[src/rtl/nau_pkg.sv]
`default_nettype none
// ----------------------------------------------------------------------------
// nau_pkg
// Shared types, constants and elaboration-time tables for the activation unit.
// ----------------------------------------------------------------------------
package nau_pkg;

  localparam int FUNC_W = 3;
  localparam int X_W    = 16;
  localparam int Y_W    = 24;
  localparam int GAIN_W = 16;

  localparam int PADDR_W = 3;
  localparam int PDATA_W = 32;
  localparam logic REG_GAIN_IDX = 1'b0;
  localparam logic signed [GAIN_W-1:0] GAIN_RESET = 16'sd256;

  localparam int QDEPTH_DEF = 4;
  localparam int EXP_STEPS  = 24;   // e^-1 multiply stages
  localparam int EXP_ZERO_K = 22;   // from this many steps on the value is gone
  localparam int LN_TERMS   = 16;
  localparam int DIV_BITS   = 31;   // quotient bits, Q30 results up to 1.0

  localparam logic [30:0] Q30_ONE = 31'h4000_0000;
  localparam longint unsigned Q30_ONE_L = 64'd1 << 30;

  // func selector codes
  localparam logic [FUNC_W-1:0] FUNC_SIG    = 3'd0;
  localparam logic [FUNC_W-1:0] FUNC_SIGD   = 3'd1;
  localparam logic [FUNC_W-1:0] FUNC_TANH   = 3'd2;
  localparam logic [FUNC_W-1:0] FUNC_TANHD  = 3'd3;
  localparam logic [FUNC_W-1:0] FUNC_SOFTP  = 3'd4;
  localparam logic [FUNC_W-1:0] FUNC_SOFTPD = 3'd5;

  typedef enum logic [2:0] {
    OP_SIG   = 3'd0,
    OP_SIGD  = 3'd1,
    OP_TANH  = 3'd2,
    OP_TANHD = 3'd3,
    OP_SOFTP = 3'd4,
    OP_ZERO  = 3'd5
  } op_t;

  typedef struct packed {
    op_t                     op;
    logic signed [X_W-1:0]   z;
  } side_t;

  typedef logic [30:0] exp_tab_t [256];
  typedef logic [30:0] recip_t [LN_TERMS];

  // floor(2^30 / (2i+1)) for the odd-term divisions of the log series
  localparam recip_t RECIP = '{
    31'(Q30_ONE_L / 1),  31'(Q30_ONE_L / 3),  31'(Q30_ONE_L / 5),  31'(Q30_ONE_L / 7),
    31'(Q30_ONE_L / 9),  31'(Q30_ONE_L / 11), 31'(Q30_ONE_L / 13), 31'(Q30_ONE_L / 15),
    31'(Q30_ONE_L / 17), 31'(Q30_ONE_L / 19), 31'(Q30_ONE_L / 21), 31'(Q30_ONE_L / 23),
    31'(Q30_ONE_L / 25), 31'(Q30_ONE_L / 27), 31'(Q30_ONE_L / 29), 31'(Q30_ONE_L / 31)
  };

  // 21-term alternating series for e^-t, t in Q30, 0 <= t <= 1
  function automatic logic [30:0] exp_series(logic [30:0] t);
    logic [63:0] term;
    longint      sum;
    term = 64'(Q30_ONE);
    sum  = longint'(Q30_ONE);
    for (int j = 1; j <= 20; j++) begin
      term = ((term * 64'(t)) >> 30) / 64'(j);
      if (j[0]) sum = sum - longint'(term);
      else      sum = sum + longint'(term);
    end
    if (sum < 0) sum = 0;
    if (sum > longint'(Q30_ONE)) sum = longint'(Q30_ONE);
    return 31'(sum);
  endfunction

  function automatic exp_tab_t build_exp_tab();
    exp_tab_t tab;
    for (int r = 0; r < 256; r++) begin
      tab[r] = exp_series(31'(r) << 22);
    end
    return tab;
  endfunction

  localparam exp_tab_t    EXP_TAB = build_exp_tab();
  localparam logic [30:0] E1      = exp_series(Q30_ONE);

endpackage
`default_nettype wire

[src/rtl/nau_queue.sv]
`default_nettype none
// ----------------------------------------------------------------------------
// nau_queue
// Small register queue between the front stage and the function pipeline.
// ----------------------------------------------------------------------------
module nau_queue import nau_pkg::*; #(
  parameter int DEPTH = QDEPTH_DEF
) (
  input  logic  clk,
  input  logic  rst_n,
  input  logic  push,
  input  side_t push_side,
  output logic  full,
  input  logic  pop,
  output side_t pop_side,
  output logic  empty
);

  localparam int PW = (DEPTH > 1) ? $clog2(DEPTH) : 1;
  localparam int CW = $clog2(DEPTH + 1);

  side_t          mem_r [DEPTH];
  logic [PW-1:0]  wr_r, wr_nxt, rd_r, rd_nxt;
  logic [CW-1:0]  cnt_r, cnt_nxt;
  logic           do_push, do_pop;

  assign full     = (cnt_r == CW'(DEPTH));
  assign empty    = (cnt_r == '0);
  assign do_push  = push && !full;
  assign do_pop   = pop && !empty;
  assign pop_side = mem_r[rd_r];

  always_comb begin
    wr_nxt  = wr_r;
    rd_nxt  = rd_r;
    cnt_nxt = cnt_r;
    if (do_push) wr_nxt = (wr_r == PW'(DEPTH - 1)) ? '0 : wr_r + 1'b1;
    if (do_pop)  rd_nxt = (rd_r == PW'(DEPTH - 1)) ? '0 : rd_r + 1'b1;
    if (do_push && !do_pop)      cnt_nxt = cnt_r + 1'b1;
    else if (do_pop && !do_push) cnt_nxt = cnt_r - 1'b1;
  end

  always_ff @(posedge clk) begin
    if (!rst_n) begin
      wr_r  <= '0;
      rd_r  <= '0;
      cnt_r <= '0;
    end else begin
      wr_r  <= wr_nxt;
      rd_r  <= rd_nxt;
      cnt_r <= cnt_nxt;
    end
  end

  always_ff @(posedge clk) begin
    if (do_push) begin
      mem_r[wr_r] <= push_side;
    end
  end

  a_cnt_bound: assert property (@(posedge clk) disable iff (!rst_n)
    cnt_r <= CW'(DEPTH))
    else $error("queue count above depth");

  a_ptr_empty: assert property (@(posedge clk) disable iff (!rst_n)
    (cnt_r == '0) |-> (wr_r == rd_r))
    else $error("queue pointers differ while empty");

  a_cnt_up: assert property (@(posedge clk) disable iff (!rst_n)
    (do_push && !do_pop) |=> (cnt_r == $past(cnt_r) + 1'b1))
    else $error("queue count did not follow a push");

endmodule
`default_nettype wire

[config.mk]
export PLATFORM = sky130hd
export DESIGN_NAME = nau_queue
export DESIGN_NICKNAME = d
export VERILOG_FILES = /design/src/rtl/nau_pkg.sv /design/src/rtl/nau_queue.sv
export SDC_FILE = /design/constraint.sdc
export NUM_CORES = 1
export LEC_CHECK = 0
export BUFFER_PORTS_ARGS = -buffer_cell sky130_fd_sc_hd__clkbuf_2
export CORE_MARGIN = 2
export CORE_UTILIZATION = 30
export DETAILED_ROUTE_END_ITERATION = 10
export GPL_ROUTABILITY_DRIVEN = 0
export GPL_TIMING_DRIVEN = 0
export REMOVE_ABC_BUFFERS = 1
export SYNTH_ARGS = -nofsm -noshare
export SYNTH_HDL_FRONTEND = slang
export SYNTH_SLANG_ARGS = --single-unit
[constraint.sdc]
create_clock -name clk -period 5.1 [get_ports clk]
set_clock_uncertainty 0.2 [all_clocks]
set_input_delay 0.255 -clock clk [delete_from_list [all_inputs] [get_ports clk]]
set_output_delay 0.255 -clock clk [all_outputs]
set_load 0.01 [all_outputs]
Word level (Yosys, flattened, before mapping)

Memories as Yosys holds them, arrays and structs flattened. A register that Yosys moved wholly into a read port is not among the register bits.
Cells that the tools add are included.

Memories kept: 1
Input port bits: 23
Word-level logic and storage cells: 29
Output and inout port bits: 21
Bits in writable memories: 76
Bits in registers: 7

Memory list:

| memory | words | width | read ports | clocked after memory_dff | write ports | line            | RTL |
|---|---|---|---|---|---|---|---|
| mem_r  | 4     | 19    | 1          | 1                        | 1           | nau_queue.sv:22 | `side_t mem_r [DEPTH];` |

Reductions and logical operators: 10
Add/sub/neg operators: 4
Muxes and demuxes: 8
Eq/ne operators: 3

Operator list:

| cell                | count |
|---|---|
| $mux 2              | 4 |
| $mux 3              | 2 |
| $add 2x1->2 const B | 2 |
| $eq 2x2->1 const B  | 2 |
| $logic_and 1x1->1   | 4 |
| $logic_not 1->1     | 4 |
| $add 3x1->3 const B | 1 |
| $eq 3x3->1 const B  | 1 |
| $logic_not 3->1     | 1 |
| $sub 3x1->3 const B | 1 |
| $mux 1              | 2 |
| $reduce_bool 2->1   | 1 |

Logic depth before layout (Yosys ltp)

Depth in word-level cells: 7
Mapped depth: 9
Gate-level depth less buffers: 8

Worst setup path after synthesis

No wires, ideal clock.

Path kind: flip-flop to flip-flop
Start: reg cnt_r[0]
End: reg cnt_r[2]
Setup time: 0.076 ns
Period minus slack after synthesis: 2.293 ns
Path buffers: 0
Path slack: 2.807 ns
Required time: 4.824 ns
Data arrival time: 2.017 ns
Cell stages (with the launch flop): 8
Cells stage by stage: dfxtp_1 -> o31ai_1 -> ha_1 -> inv_1 -> fa_1 -> xor2_1 -> or3_1 -> a21boi_0

Cells in the longest elaborated chain, start to end: 6
Elaborated cells between the ends (all ways): 15
Classes of those cells: 2 x add/sub; 1 x eq/ne; 2 x mux; 10 x reduce/logical

RTL lines:

| item                                                | line            | RTL |
|---|---|---|
| start, declared                                     | nau_queue.sv:24 | `logic [CW-1:0] cnt_r, cnt_nxt;` |
| start signal, assigned                              | nau_queue.sv:51 | `cnt_r <= cnt_nxt;` |
| branches (longest 6 deep; another with $sub 3x1->3) | --              |  |

Parallel ways; which one is timed is not known. The select of a mux whose other input is x is not followed.
A chain may end at the register's enable or synchronous reset.

==> qor.csv <==
metric,value,unit
switching_share,28.5,%
synth_area_per_cell,21.8,um^2
ys_ff_latch,85,
rrSetupSlack,2570,ps
dpl.hpwl,3.20,mm
worstSetupEndpointType,output port,
cts_tree,done,
critPathLaunchType,flip-flop,
rsz0062_at_grt,no,
dr.pass1.iters,6,
antenna_left,0,
portBuffers,43,
ir_drop,131,uV
syn_inst,150,
crit_end,pop_side[13],
hold_depth,3,
slew_violations,0,
synth_compound_area_share,0.920,%
synth_cell_type_count,25,
design_area,3970,um^2
comb_power_share,22.0,%
worst-r2r-cell-count,8,
synth_seq_area_share,75.4,%
power_frac_seq,53.5,%
grt_pass1_wl,8.14,mm
place_area,3610,um^2
worstSetupPathType,reg -> out,
drv_cap,0,
die-area,11700,um^2
clock.fmax,0.353,GHz
slew_headroom,18.0,%
layout-drive-gt1-share,31.1,%
routed_wirelength,5.29,mm
synth_mux_area_share,15.1,%
cp_slowest_cell,dfxtp_1,
grt_use_total,9.79,%
outcome,finished clean,
cts.path.max_buffers,2,
p_leak,1.38,nW
antenna_found_initial,0,
synth.cell_area,3270,um^2
clock_sinks,85,
io_pins,44,
drc,0,
p_clk_share,24.5,%
crit_fanout,19,
root_buffer,clkbuf_8,
p_switching,0.493,mW
vias_per_cell,4.32,
fill_cells,1036,
p_per_area,436,nW/um^2
finalHoldViolCount,0,
cpPeakStageDelay,1150,ps
overflow,0,
clk_latency,350,ps
r2r-end,cnt_r[2],
yosys.area_share.xor_xnor,0.536,%
die_x,108,um
fin_crit_sh,55.6,%
reg2reg_from,cnt_r[0],
yosysWarnings,0,
h-tree-depth,3,
synth-simple-area-share,3.30,%
cts_buffers,9,
final-setup-viol-count,0,
coreArea,10700,um^2
grt_max_degree,20,
cts.clk_slew.worst_paths,90,ps
worstPathRequired,4640,ps
area_growth,21.6,%
layout.nets,247,
fp.dieH,108,um
wl_per_cell,14.6,um
tightestPinTransition,1230,ps
p_int,1.24,mW
initial_utilization,30.4,%
synth_adder_area_share,2.91,%
drt-initial-drc-count,40,
synth_top_family_by_area,multiplexers,
tns,0,ps
vias,1563,
hp-class,in -> reg,
cp.arrival,2380,ps
row_count,38,
min_period,2840,ps
grt_pass1_vias,1587,
n_antenna_cell,0,
cp_cell_sequence,mux4_1 > clkbuf_2,
## critical path, delay by kind of cell (launching register included)
kind                   cells  cell delay (ps)
buffers and inverters      1              160
multiplexers               1              720
flip-flops                 1             1150
## cell usage after synthesis
| cell type | instances | share of area (%) |
|---|---|---|
| fa_1 | 1 | 0.61 |
| o31ai_1 | 1 | 0.23 |
| nor3_1 | 1 | 0.15 |
| nor2b_1 | 2 | 0.38 |
| and2_1 | 5 | 0.96 |
| dfxtp_1 | 9 | 5.5 |
| a21boi_0 | 1 | 0.23 |
| o21ai_0 | 3 | 0.46 |
| buf_2 | 3 | 0.46 |
| edfxtp_1 | 76 | 70 |
| nor3b_2 | 1 | 0.38 |
| or3_1 | 1 | 0.19 |
| xnor2_1 | 1 | 0.27 |
| buf_6 | 1 | 0.34 |
| nor2_1 | 2 | 0.23 |
| mux4_2 | 10 | 6.9 |
| nand3_1 | 2 | 0.31 |
| mux2i_1 | 3 | 0.92 |
| ha_1 | 6 | 2.3 |
| inv_1 | 3 | 0.34 |
| nand2_1 | 6 | 0.69 |
| buf_12 | 1 | 0.61 |
| xor2_1 | 1 | 0.27 |
| clkbuf_1 | 1 | 0.11 |
| mux4_1 | 9 | 7.2 |
## power groups by stage
stage | Combinational, mW | Clock (mW) | Sequential (mW)
after CTS | 0.392 | 0.435 | 0.930
final | 0.381 | 0.424 | 0.925
after global placement | 0.376 | 0 | 0.943
after floorplan | 0.251 | 0 | 0.918
after global routing | 0.423 | 0.464 | 0.942
after detailed placement | 0.377 | 0 | 0.946
## worst min-delay path by stage
stage | from | end | slack, ps
finish | rst_n | wr_r[0] | 70
global route | rst_n | cnt_r[1] | 90
CTS | rst_n | cnt_r[2] | 60
detailed placement | push_side[0] | mem_r[3][0] | 280
global placement | push_side[13] | mem_r[1][13] | 270
floorplan | push_side[0] | mem_r[0][0] | 150
## routing by layer
| metal | global-route usage (%) | up-vias | wire length, um | part of all wire [%] |
|---|---|---|---|---|
| li1 | - | 741 | - | - |
| met1 | 12.0 | 778 | 2400 | 45 |
| met2 | 15.5 | 34 | 2520 | 48 |
| met3 | 3.44 | 10 | 265 | 5.0 |
| met4 | 4.67 | 0 | 106 | 2.0 |
| met5 | 0 | - | 0 | 0 |
## cell families after synthesis
logic type,Yosys count
muxes,22
DFF,85
buffers and inverters,9
and+or+nand+nor,20
AOI/OAI and AO/OA,5
adders and majority gates,7
xor gates and xnor gates,2
## cell usage in the layout (no fill, tap or decap), drive strengths merged
cell         netlist  routed
inv                3       5
clkbuf             1      53
edfxtp            76      76
and2               5       5
xor2               1       1
or3                1       1
nand3              2       2
xnor2              1       1
nor3b              1       1
mux2i              3       3
dfxtp              9       9
o21ai              3       3
nand2              6       6
nor2               2       2
clkinv             0       2
mux4              19      19
a21boi             1       1
ha                 6       6
dlygate4sd3        0      19
fa                 1       1
nor3               1       1
o31ai              1       1
clkinvlp           0       2
nor2b              2       2
## state kept, by name, summed over array words and instances (netlist names), named ones only
name and flops:
rd_r 2, mem_r 76, cnt_r 3, wr_r 2
## metrics by stage
step	setup WS (ps)	util (%)	instances	total power, mW	hold WS, ps
after global placement	2550	33.6	327	1.32	272
after detailed placement	2540	33.6	327	1.32	281
after global routing	2070	36.9	362	1.83	86.7
final	2260	36.9	362	1.73	67.9
after CTS	2170	36.9	362	1.76	60.2
after floorplan	2760	-	144	1.17	154
## layout make-up
type                    count  area [um^2]  share of cell area, %
inverters                   3         11.3                  0.284
clock buffers              10          128                   3.21
clock inverters             6         46.3                   1.17
well taps                 140          175                   4.41
flip-flops and latches     85         2460                   62.0
repair buffers             62          405                   10.2
multi-input cells          56          742                   18.7
## what timing repair did
item                      in CTS  in global routing
hold buffers                  19                  0
resized for setup              0                  0
hold endpoints to repair      76                  0
buffers inserted               0                  0
(Power assumes the default switching activity.)
