==> src/rtl/nau_pkg.sv <==
`default_nettype none
// ----------------------------------------------------------------------------
// nau_pkg
// Shared types, constants and elaboration-time tables for the activation unit.
// ----------------------------------------------------------------------------
package nau_pkg;

  localparam int FUNC_W = 3;
  localparam int X_W    = 16;
  localparam int Y_W    = 24;
  localparam int GAIN_W = 16;

  localparam int PADDR_W = 3;
  localparam int PDATA_W = 32;
  localparam logic REG_GAIN_IDX = 1'b0;
  localparam logic signed [GAIN_W-1:0] GAIN_RESET = 16'sd256;

  localparam int QDEPTH_DEF = 4;
  localparam int EXP_STEPS  = 24;   // e^-1 multiply stages
  localparam int EXP_ZERO_K = 22;   // from this many steps on the value is gone
  localparam int LN_TERMS   = 16;
  localparam int DIV_BITS   = 31;   // quotient bits, Q30 results up to 1.0

  localparam logic [30:0] Q30_ONE = 31'h4000_0000;
  localparam longint unsigned Q30_ONE_L = 64'd1 << 30;

  // func selector codes
  localparam logic [FUNC_W-1:0] FUNC_SIG    = 3'd0;
  localparam logic [FUNC_W-1:0] FUNC_SIGD   = 3'd1;
  localparam logic [FUNC_W-1:0] FUNC_TANH   = 3'd2;
  localparam logic [FUNC_W-1:0] FUNC_TANHD  = 3'd3;
  localparam logic [FUNC_W-1:0] FUNC_SOFTP  = 3'd4;
  localparam logic [FUNC_W-1:0] FUNC_SOFTPD = 3'd5;

  typedef enum logic [2:0] {
    OP_SIG   = 3'd0,
    OP_SIGD  = 3'd1,
    OP_TANH  = 3'd2,
    OP_TANHD = 3'd3,
    OP_SOFTP = 3'd4,
    OP_ZERO  = 3'd5
  } op_t;

  typedef struct packed {
    op_t                     op;
    logic signed [X_W-1:0]   z;
  } side_t;

  typedef logic [30:0] exp_tab_t [256];
  typedef logic [30:0] recip_t [LN_TERMS];

  // floor(2^30 / (2i+1)) for the odd-term divisions of the log series
  localparam recip_t RECIP = '{
    31'(Q30_ONE_L / 1),  31'(Q30_ONE_L / 3),  31'(Q30_ONE_L / 5),  31'(Q30_ONE_L / 7),
    31'(Q30_ONE_L / 9),  31'(Q30_ONE_L / 11), 31'(Q30_ONE_L / 13), 31'(Q30_ONE_L / 15),
    31'(Q30_ONE_L / 17), 31'(Q30_ONE_L / 19), 31'(Q30_ONE_L / 21), 31'(Q30_ONE_L / 23),
    31'(Q30_ONE_L / 25), 31'(Q30_ONE_L / 27), 31'(Q30_ONE_L / 29), 31'(Q30_ONE_L / 31)
  };

  // 21-term alternating series for e^-t, t in Q30, 0 <= t <= 1
  function automatic logic [30:0] exp_series(logic [30:0] t);
    logic [63:0] term;
    longint      sum;
    term = 64'(Q30_ONE);
    sum  = longint'(Q30_ONE);
    for (int j = 1; j <= 20; j++) begin
      term = ((term * 64'(t)) >> 30) / 64'(j);
      if (j[0]) sum = sum - longint'(term);
      else      sum = sum + longint'(term);
    end
    if (sum < 0) sum = 0;
    if (sum > longint'(Q30_ONE)) sum = longint'(Q30_ONE);
    return 31'(sum);
  endfunction

  function automatic exp_tab_t build_exp_tab();
    exp_tab_t tab;
    for (int r = 0; r < 256; r++) begin
      tab[r] = exp_series(31'(r) << 22);
    end
    return tab;
  endfunction

  localparam exp_tab_t    EXP_TAB = build_exp_tab();
  localparam logic [30:0] E1      = exp_series(Q30_ONE);

endpackage
`default_nettype wire

==> src/rtl/nau_front.sv <==
`default_nettype none
// ----------------------------------------------------------------------------
// nau_front
// Input stage: gain multiply, round and saturate to Q8.8, decode the selector.
// ----------------------------------------------------------------------------
module nau_front import nau_pkg::*; (
  input  logic                     clk,
  input  logic                     rst_n,
  input  logic                     push,
  output logic                     full,
  input  logic [FUNC_W-1:0]        in_func,
  input  logic signed [X_W-1:0]    in_x_value,
  input  logic signed [GAIN_W-1:0] gain,
  output logic                     q_push,
  output side_t                    q_side,
  input  logic                     q_full
);

  logic signed [X_W+GAIN_W-1:0] prod;
  logic signed [X_W+GAIN_W:0]   prod_rnd;
  logic signed [X_W+8:0]        z_wide;
  logic signed [X_W-1:0]        z_sat;
  op_t                          op;
  logic                         accept;
  logic                         f_v_r, f_v_nxt;
  side_t                        f_side_r;

  assign prod     = in_x_value * gain;
  assign prod_rnd = {prod[X_W+GAIN_W-1], prod} + 33'sd128;
  assign z_wide   = prod_rnd[X_W+GAIN_W:8];

  always_comb begin
    if (z_wide > 25'sd32767)       z_sat = 16'sh7fff;
    else if (z_wide < -25'sd32768) z_sat = 16'sh8000;
    else                           z_sat = z_wide[X_W-1:0];
  end

  always_comb begin
    unique case (in_func)
      FUNC_SIG, FUNC_SOFTPD: op = OP_SIG;
      FUNC_SIGD:             op = OP_SIGD;
      FUNC_TANH:             op = OP_TANH;
      FUNC_TANHD:            op = OP_TANHD;
      FUNC_SOFTP:            op = OP_SOFTP;
      default:               op = OP_ZERO;
    endcase
  end

  assign full    = f_v_r && q_full;
  assign accept  = push && !full;
  assign q_push  = f_v_r && !q_full;
  assign q_side  = f_side_r;
  assign f_v_nxt = accept || (f_v_r && q_full);

  always_ff @(posedge clk) begin
    if (!rst_n) begin
      f_v_r <= 1'b0;
    end else begin
      f_v_r <= f_v_nxt;
    end
  end

  always_ff @(posedge clk) begin
    if (accept) begin
      f_side_r.op <= op;
      f_side_r.z  <= z_sat;
    end
  end

endmodule
`default_nettype wire

==> config.mk <==
export PLATFORM = sky130hd
export DESIGN_NAME = nau_front
export DESIGN_NICKNAME = d
export VERILOG_FILES = /design/src/rtl/nau_pkg.sv /design/src/rtl/nau_front.sv
export SDC_FILE = /design/constraint.sdc
export NUM_CORES = 1
export LEC_CHECK = 0
export BUFFER_PORTS_ARGS = -buffer_cell sky130_fd_sc_hd__buf_2
export CAP_MARGIN = 20
export CORE_UTILIZATION = 45
export CTS_CLUSTER_DIAMETER = 50
export DETAILED_ROUTE_END_ITERATION = 10
export HOLD_SLACK_MARGIN = 0.05
export PLACE_DENSITY = 0.64
export SKIP_CTS_REPAIR_TIMING = 1
export SYNTH_ARGS = -nofsm -noshare
export SYNTH_HDL_FRONTEND = slang
export SYNTH_SLANG_ARGS = --single-unit
export TNS_END_PERCENT = 100
==> constraint.sdc <==
create_clock -name clk -period 9.5 [get_ports clk]
set_input_delay 1.9 -clock clk [delete_from_list [all_inputs] [get_ports clk]]
set_output_delay 1.9 -clock clk [all_outputs]
set_load 0.02 [all_outputs]
* Word level (Yosys, flattened, before mapping)
Cells that the tools add are included.
** Operators by class
- $add $sub $neg :: 1
- Multipliers :: 1
- Divide/modulo/power cells :: 0
- $lt $le $gt $ge :: 2
- Eq/ne operators :: 5
- Shifts and indexed selects :: 0
- Mux-type cells :: 2
- Bitwise operators :: 0
- Reduce and logical (&&, ||, !) cells :: 8
** Operators with widths (number)
- $add 32x9->33 const B :: 1
- $mul 16x16->32 :: 1
- $gt 25x16->1 const B :: 1
- $lt 25x16->1 const B :: 1
- $mux 16 :: 1
- $pmux 3 s5 :: 1
- $eq 3x2->1 const B :: 2
- $eq 3x3->1 const B :: 2
- $eq 3x1->1 const B :: 1
- $logic_and 1x1->1 :: 3
- $logic_not 3->1 :: 1
- $logic_not 1->1 :: 2
- $reduce_or 2->1 :: 1
- $logic_or 1x1->1 :: 1
** Storage, ports and cells
- Register bits after elaboration :: 20
- Latch bits :: 0
- Bits in writable memories :: 0
- ROM bits :: 0
- Output and inout bits :: 21
- Memories kept :: 0

* Longest topological paths before layout
Gate-level depths: netlist of the first run.
- Depth after elaboration :: 4
- Depth in mapped cells :: 27
- Gate-level depth less buffers :: 24

* Worst setup path after synthesis of the first run
Ideal clock, no wire load.
- Path type :: input to register
- From :: in gain[1]
- To :: reg f_side_r, in the netlist q_side[4], data pin
- Setup time :: 0.260 ns
- Arrival :: 7.870 ns
- Required time :: 9.240 ns
- Path slack :: 1.370 ns
- Cell stages on the path :: 23
- Buffers on the path :: 2
- Cells stage by stage :: clkbuf_1 -> nand2_1 -> inv_1 -> fa_1 -> inv_1 -> fa_1 -> inv_1 -> fa_1 -> fa_1 -> fa_1 -> inv_1 -> fa_1 -> inv_1 -> ha_1 -> a21o_1 -> a21oi_1 -> inv_1 -> a221oi_2 -> xnor2_1 -> nor4_1 -> a41o_2 -> buf_6 -> o31ai_2
** On the way
- Longest elaborated chain between the ends :: 4
- Elaborated cells between the ends (all ways) :: 5
- Those cells by class :: add/sub: 1; mul: 1; order compare: 2; mux: 1
** Ends and longest elaborated chain
- from (decl) :: line nau_front.sv:13 : input logic signed [GAIN_W-1:0] gain,
- $mul 16x16->32 (*) :: line nau_front.sv:28 : assign prod = in_x_value * gain;
- $add 32x9->33 (*) :: line nau_front.sv:29 : assign prod_rnd = {prod[X_W+GAIN_W-1], prod} + 33'sd128;
- $lt 25x16->1 :: line nau_front.sv:34 : else if (z_wide < -25'sd32768) z_sat = 16'sh8000;
- $mux 16 :: line nau_front.sv:34
- to (decl) :: line nau_front.sv:26 : side_t f_side_r;
Mark *: on every way between the ends. The rest lies on a longest branch, timed or not.
A chain may end at the register's enable or synchronous reset.

* Worst setup path after layout of the first run
- From :: in gain[1]
- To :: reg f_side_r, in the netlist q_side[13], data pin
Same word-level chain as after synthesis.

==> results of run 1 <==
## layout make-up
class                           count  share of cell area, %
Clock buffer                        3                  0.639
Sequential cell                    20                   5.03
Timing Repair Buffer               61                   2.64
Inverter                          330                   10.5
Clock inverter                      1                  0.256
Tap cell                          324                   3.45
Multi-Input combinational cell    823                   77.4
## worst max path at each step
stage	startpoint	end	slack, ns
2_1_floorplan	gain[1]	q_side[4]	1.37
3_3_place_gp	in_x_value[15]	q_side[11]	0.84
3_5_place_dp	in_x_value[15]	q_side[13]	0.78
4_1_cts	gain[1]	q_side[11]	1.0
5_1_grt	gain[1]	q_side[12]	0.51
6_report	gain[1]	q_side[13]	0.97
## worst min-delay path: stages, from the launching register on
cell and delay [ns]:
dfxtp_1 0.31, and2_1 0.15, o21a_1 0.11
## per-stage QoR
step                hold WS (ns)  instance area, um^2
global route               0.647                11700
global placement           0.575                11600
detailed placement         0.592                11600
finish                     0.603                11700
CTS                        0.607                11700
floorplan                  0.713                11100
## cell usage after synthesis, types with 3 or more instances
master / number / area [um^2]
o21bai_1: 4 / 30.0
o21ai_2: 10 / 87.6
o21ai_0: 17 / 85.1
inv_1: 330 / 1240
edfxtp_1: 19 / 571
clkbuf_1: 33 / 124
xor2_1: 8 / 70.1
xnor2_1: 23 / 201
nand3_1: 6 / 30.0
and3_1: 5 / 31.3
and2_1: 120 / 751
a21oi_2: 5 / 43.8
a211o_1: 3 / 26.3
nor3_1: 4 / 20.0
nor2_1: 30 / 113
ha_1: 78 / 976
fa_1: 267 / 5350
a21o_1: 4 / 30.0
nand2b_1: 10 / 62.6
a21oi_1: 25 / 125
o211a_1: 3 / 30.0
a211oi_1: 3 / 22.5
nand4_1: 7 / 43.8
nand2_1: 146 / 548
buf_6: 3 / 33.8
buf_2: 5 / 25.0
o21ai_1: 3 / 15.0
## per-layer routing
metal / wire [um] / global-route usage, %
met1: 10100 / 26.9
met4: 395 / 3.76
met3: 849 / 1.35
met2: 13600 / 41.5
met5: 0 / 0
## state kept, by name, summed over array words and instances, names as in the netlist
signal  flops
f_v_r       1
q_side     19
## logic make-up (layout without fill, tap and decap cells)
logic type                 Yosys count  after routing  share of synthesized area, %
buffers and inverters              371            395                          12.8
adders and majority gates          345            345                          56.9
and+or+nand+nor                    337            337                          15.0
AOI/OAI and AO/OA                  107            107                          7.16
xor gates and xnor gates            32             32                          2.59
DFF                                 20             20                          5.32
muxes                                2              2                         0.192
==> run metrics, run 1 <==
#FFs+latches synth=20; drt wl/cell=16.0 um; Endpoint, Worst Hold=f_v_r; worst-margin pin slew=0.569 ns; CTS tree=built; Layout Nets=1623; ANT nets after route=0; Max Fclk=117 MHz; CTS clk-pin slew, worst paths=0.05 ns; unrepaired setup endpoints after global routing=no; clk sinks=20; R2R depth=3; commonest cells after routing, fill and taps aside=inv_1 (330), fa_1 (267), nand2_1 (146); Worst EP required=between 9 and 10 ns; crit-path max cell delay=around 0.65 ns; DR pass1 iterations=5; TNS Setup=0 ns; crit path max fanout=16; WP buf/inv=7; post-detail-place hpwl=20900 um; Tot GR Track Use=roughly 22%; CP top delay family=adder cells; sequential share of the synthesized area=5.32%; Final Util=48.4%; synthesized area=between 10000 and 15000 um^2; status=finished clean; total CTS buffers=3; fin cells=about 1600; setup ws final=0.974 ns; area growth from synthesis to layout=5.75%; endpoints failing setup=0; # diodes=0; GRT overflow=0; Hold Crit Start=f_v_r; WL final=24900 um; clk buf depth=2; first-pass GRT wire length=~44000 um; FF-to-FF End=q_side[11]; max cap viols=0; ys flop type=edfxtp_1; First DRT Iteration DRCs=384; Layout fillers=between 2000 and 2500; vias in the first global route=8967; CP cell instances=buf_2 -> nand2_1 -> inv_1 -> fa_1 -> inv_1 -> fa_1 -> inv_1 -> fa_1 -> fa_1 -> fa_1 -> inv_1 -> fa_1 -> inv_1 -> ha_1 -> a21o_1 -> a21oi_1 -> inv_1 -> a221oi_2 -> xnor2_1 -> nor4_1 -> a41o_2 -> o21ai_0; synth warn=0; hold path depth=2; Arr. time, crit path=8.51 ns; Critical Path Slowest Stage Cell=fa_1; Setup CP Type=input port to flip-flop; Worst Skew=0.00331 ns; Slew Viols, Final=0; Worst R2R Start=f_v_r; largest net degree at the start of global routing=20; Clk Latency, worst-skew pair=0.26 ns; Placeable Area=24200 um^2; Sequential Area=591 um^2; Die Area=25300 um^2; Starting Density=between 40% and 50%; I/O pin cnt=60; placed cell count=1558; DRC viols=0; Syn Nets=roughly 1600; fraction of registers with async set or reset after synthesis=0%; root buffer cell=clkbuf_16; synthesized instance count=~1200; WP depth=22; # port buffers=59; multi-input logic area=9090 um^2; Setup crit start kind=input port; ratio of cells with drive above 1 in the final layout=7.84%; Worst setup EP type=flip-flop; Synth cell types=63; Final min period=8.53 ns; EDFF count, synth=19; Chip Height=159 um; DR vias=7959; die width=159 um; row cnt=57; htree depth=1; initial antenna violation count=0; commonest non-fill, non-tap cell in the layout=inv_1; R2R setup slack=8.35 ns; Mean Syn Cell Area=9.15 um^2; post-route clock period utilization=around 90%; worst min-delay path class=flip-flop to flip-flop; Hold Violations, Final=0; Slew headroom=62.1%; via/cell ratio=5.10; pre-CTS setup slack=0.779 ns; GP Congestion=around 0.84
Power of run 1 is not shown: default switching activity piles up to over one toggle a cycle in this logic, so the estimate is an artifact.
==> run 2, diff against run 1 <==
Clock period 9.5 ns to 10.7 ns, I/O delays scaled along.
==> run 2 against run 1 <==
Net effect:
- global-route usage is 0.71 points lower
- sequential share of layout area hardly changed
- die area stayed put
- wire length is 2.1% lower
- design area is 0.20% lower
- cell count hardly changed
- highest routed layer unchanged
- largest cell class unchanged
- worst hold slack worse by 0.0016 ns
==> run metrics, run 2 (synthesis results as in run 1) <==
worst-margin pin slew=0.792 ns (was 0.569 ns); Hold Violations, Final=0 (unchanged); DRC viols=0 (unchanged); final instance area=11700 um^2 (about the same); Worst Skew=0.00142 ns (was 0.00331 ns); post-detail-place hpwl=20700 um (was 20900 um); ANT nets after route=0 (unchanged); # diodes=0 (unchanged); Worst EP required=10.67 ns (was 9.48 ns); Cell Area, Placed=11600 um^2 (about the same); Chip Height=159 um (unchanged); placed cell count=1557 (was 1558); root buffer cell=clkbuf_16 (unchanged); Tot GR Track Use=20.9% (was 21.6%); Layout Nets=1622 (was 1623); die width=159 um (unchanged); clk buf depth=2 (unchanged); Clk Latency, worst-skew pair=0.25 ns (was 0.26 ns); first-pass GRT wire length=42500 um (was 44000 um); status=finished clean (unchanged); Placeable Area=24200 um^2 (unchanged); unrepaired setup endpoints after global routing=no (unchanged); crit path max fanout=16 (unchanged); max cap viols=0 (unchanged); via/cell ratio=5.04 (was 5.10); ratio of cells with drive above 1 in the final layout=7.76% (was 7.84%); Setup CP Type=input port to flip-flop (unchanged); commonest non-fill, non-tap cell in the layout=inv_1 (unchanged); number of flip-flops in the largest register=19 (unchanged); post-route clock period utilization=84.5%; I/O pin cnt=60 (unchanged); htree depth=1 (unchanged); WL final=24400 um (was 24900 um); GP Congestion=0.862 (was 0.840); commonest cells after routing, fill and taps aside=inv_1 (330), fa_1 (267), nand2_1 (146) (unchanged); total CTS buffers=3 (unchanged); CTS clk-pin slew, worst paths=0.05 ns (about the same); GRT overflow=0 (unchanged); Worst setup EP type=flip-flop (unchanged); Die Area=25300 um^2 (unchanged); drt wl/cell=15.6 um (was 16.0 um); # port buffers=59 (unchanged); CTS tree=built (unchanged); Slew headroom=47.2% (was 62.1%); hold_ws=0.601 ns (was 0.603 ns); Slew Viols, Final=0 (unchanged); Arr. time, crit path=9.01 ns (was 8.51 ns); Final min period=between 9 and 10 ns; R2R setup slack=9.55 ns (was 8.35 ns); fin cells=1561 (was 1562); largest net degree at the start of global routing=20 (unchanged); DR vias=7870 (was 7959); initial antenna violation count=0 (unchanged); vias in the first global route=8658 (was 8967); row cnt=57 (unchanged); First DRT Iteration DRCs=366 (was 384); Max Fclk=roughly 110 MHz; area growth from synthesis to layout=5.53% (was 5.75%); TNS Setup=0 ns (unchanged); DR pass1 iterations=4 (was 5); Starting Density=45.8% (unchanged); worst min-delay path class=flip-flop to flip-flop (unchanged); endpoints failing setup=0 (unchanged); Setup crit start kind=input port (unchanged); clk sinks=20 (unchanged); Layout fillers=2307 (was 2404)
-- run 2: changes by cell type in the layout (fill, tap and decap cells not counted), sizes merged --
cell	delta
buf	-1
bufinv	-1
clkbuf	+1
-- run 2: per-stage QoR --
stage | setup slack (ns) | util [%]
floorplan | 2.33 | -
global placement | 1.55 | 48.0
detailed placement | 1.40 | 48.0
CTS | 1.65 | 48.3
global route | 1.21 | 48.3
finish | 1.66 | 48.3
-- run 2: area by class of cell --
class                   count  area, um^2  area share (%)
repair buffers             60         303            2.58
flip-flops and latches     20         591            5.04
well taps                 324         405            3.46
clock buffers               4        88.8           0.758
inverters                 330        1240            10.6
multi-input cells         823        9090            77.6
-- run 2: critical path, cell delays in order --
cell      delay [ns]
buf_2           0.20
nand2_1         0.16
inv_1           0.10
fa_1            0.59
inv_1           0.14
fa_1            0.64
inv_1           0.19
fa_1            0.54
fa_1            0.44
fa_1            0.55
inv_1           0.05
fa_1            0.53
inv_1           0.04
ha_1            0.43
a21oi_1         0.26
o21ai_1         0.16
nor3_1          0.20
nand3_1         0.13
a31oi_1         0.32
o21bai_2        0.11
xnor2_2         0.20
o31a_1          0.68
o21ai_0         0.19
-- run 2: path summary, 6_finish.rpt --
kind,from,end,cells past startpoint
worst min register to register,f_v_r,f_v_r,2
worst min-delay path,f_v_r,f_v_r,2
worst max-delay path,in_x_value[15],q_side[14],23
worst max register to register,f_v_r,q_side[3],3
-- run 2: per-layer routing --
layer  up-vias  GRT usage, %  wire, um
met4         0          3.45       390
met3        29          1.59       822
met2       162          39.5     13100
met1      4056          26.5     10100
li1       3623             -         -
met5         -             0         0
Power of run 2 is left out for the same reason.
==> run 3, diff against run 2 <==
Settings changed: PLACE_DENSITY 0.64 to 0.66.
Clock period 10.7 ns to 7.53 ns, I/O delays scaled along.
==> run 3 against run 2 <==
Net effect:
- wire length is 8.9% higher
- worst hold slack worse by 0.0028 ns
- critical path type unchanged
- first-iteration DRC count is 10% lower
- global-route usage is 1.0 points higher
- design area is 17% higher
- cell count is 12% higher
- core utilization is 8.3 points higher
- sequential cell count stayed put
- count of clock-buffer cells in the layout stayed put
- critical path depth is 4 higher
- via count is 8.0% higher
==> run metrics, run 3 (synthesis results as in run 1) <==
Tot GR Track Use=21.9% (was 20.9%); initial antenna violation count=0 (unchanged); Slew headroom=69.3% (was 47.2%); First DRT Iteration DRCs=328 (was 366); Max Fclk=134 MHz; DR vias=8502 (was 7870); die width=159 um (unchanged); Arr. time, crit path=7.49 ns (was 9.01 ns); CTS tree=built (unchanged); first-pass GRT wire length=44900 um (was 42500 um); vias in the first global route=9366 (was 8658); worst min-delay path class=flip-flop to flip-flop (unchanged); root buffer cell=clkbuf_16 (unchanged); row cnt=57 (unchanged); area growth from synthesis to layout=23.6% (was 5.53%); I/O pin cnt=60 (unchanged); crit path from=gain[2] (was in_x_value[15]); GRT overflow=0 (unchanged); post-detail-place hpwl=23400 um (was 20700 um); crit path max fanout=8 (was 16); CTS clk-pin slew, worst paths=0.06 ns (was 0.05 ns); Worst EP required=7.54 ns (was 10.67 ns); DR pass1 iterations=5 (was 4); Hold Violations, Final=0 (unchanged); Chip Height=159 um (unchanged); # diodes=0 (unchanged); R2R setup slack=6.37 ns (was 9.55 ns); Worst Skew=0.00403 ns (was 0.00142 ns); # port buffers=59 (unchanged); Setup crit start kind=input port (unchanged); hold path depth=2 (unchanged); htree depth=1 (unchanged); Starting Density=45.8% (unchanged); Worst setup EP type=flip-flop (unchanged); ANT nets after route=0 (unchanged); ratio of cells with drive above 1 in the final layout=24.5% (was 7.76%); largest net degree at the start of global routing=20 (unchanged); R2R depth=3 (unchanged); commonest cells after routing, fill and taps aside=inv_1 (320), fa_1 (258), buf_4 (175) (was inv_1 (330), fa_1 (267), nand2_1 (146)); Placeable Area=24200 um^2 (unchanged); clk sinks=20 (unchanged); Setup CP Type=input port to flip-flop (unchanged); Worst R2R Start=f_v_r (unchanged); Slew Viols, Final=0 (unchanged); commonest non-fill, non-tap cell in the layout=inv_1 (unchanged); endpoints failing setup=0 (unchanged); GP Congestion=0.861 (was 0.862); post-route clock period utilization=99.3%; total CTS buffers=3 (unchanged); worst-margin pin slew=0.460 ns (was 0.792 ns); unrepaired setup endpoints after global routing=yes (was no); placed cell count=1717 (was 1557); number of flip-flops in the largest register=19 (unchanged); Final min period=7.48 ns; fin cells=1746 (was 1561); Die Area=25300 um^2 (unchanged); Clk Latency, worst-skew pair=0.25 ns (about the same); drt wl/cell=15.2 um (was 15.6 um); DRC viols=0 (unchanged); status=finished clean (unchanged); WL final=26600 um (was 24400 um); FF-to-FF End=q_side[18] (was q_side[3]); hold_ws=0.598 ns (was 0.601 ns); via/cell ratio=4.87 (was 5.04); clk buf depth=2 (unchanged); Layout Nets=1807 (was 1622); crit path to=q_side[5] (was q_side[14]); max cap viols=0 (unchanged)
==> run 3: cell types whose count changed in the layout (fill, tap and decap cells not counted), moves of 6 or more <==
cell and delta:
a21oi_1 -7, a21oi_2 +6, buf_12 +8, buf_2 -19, buf_4 +174, buf_6 +9, clkbuf_4 +11, fa_1 -9
fa_2 +9, ha_1 -13, ha_4 +10, inv_1 -10, inv_2 +10
==> run 3: critical path, cell delays in order <==
cell	delay [ns]
buf_12	0.12
nand2_4	0.07
inv_2	0.04
fa_1	0.57
inv_2	0.07
fa_2	0.61
inv_2	0.06
buf_6	0.13
fa_1	0.55
inv_2	0.05
fa_1	0.55
inv_2	0.04
fa_1	0.47
inv_1	0.05
fa_1	0.50
inv_1	0.04
ha_2	0.18
buf_6	0.12
a2111o_1	0.42
a21oi_2	0.13
o22ai_2	0.09
xor2_1	0.19
buf_4	0.15
nor4_4	0.26
a41o_4	0.30
clkbuf_16	0.16
o21ai_2	0.05
==> run 3: final cells by class <==
cell class,count,area [um^2]
Fill cell,2178,10500
Multi-Input combinational cell,823,9510
Timing Repair Buffer,245,1910
Inverter,330,1240
Sequential cell,20,591
Tap cell,324,405
Clock buffer,4,78.8
==> run 3: stage by stage <==
stage	cell area [um^2]	setup TNS [ns]	utilization [%]	setup slack [ns]
2_1_floorplan	11100	-0.0156	-	-0.0156
3_3_place_gp	12900	-2.42	53.3	-0.190
3_5_place_dp	12900	-4.86	53.3	-0.360
4_1_cts	13000	-0.919	53.7	-0.0934
5_1_grt	13700	-1.55	56.6	-0.130
6_report	13700	0	56.6	0.0499
==> run 3: per-layer routing <==
metal | routed length, um | vias to the layer above | part of all wire [%] | GRT usage (%)
li1 | - | 4000 | - | -
met1 | 10700 | 4337 | 40 | 26.9
met2 | 14800 | 131 | 56 | 42.5
met3 | 686 | 34 | 2.6 | 1.43
met4 | 438 | 0 | 1.6 | 3.80
met5 | 0 | - | 0 | 0
==> run 3: worst min-delay path by stage <==
stage / from / end / slack, ns
after floorplan: f_v_r / f_v_r / 0.71
after global placement: f_v_r / f_v_r / 0.57
after detailed placement: f_v_r / f_v_r / 0.60
after CTS: f_v_r / f_v_r / 0.61
after global routing: f_v_r / f_v_r / 0.63
final: f_v_r / f_v_r / 0.60
Power of run 3 is left out for the same reason.
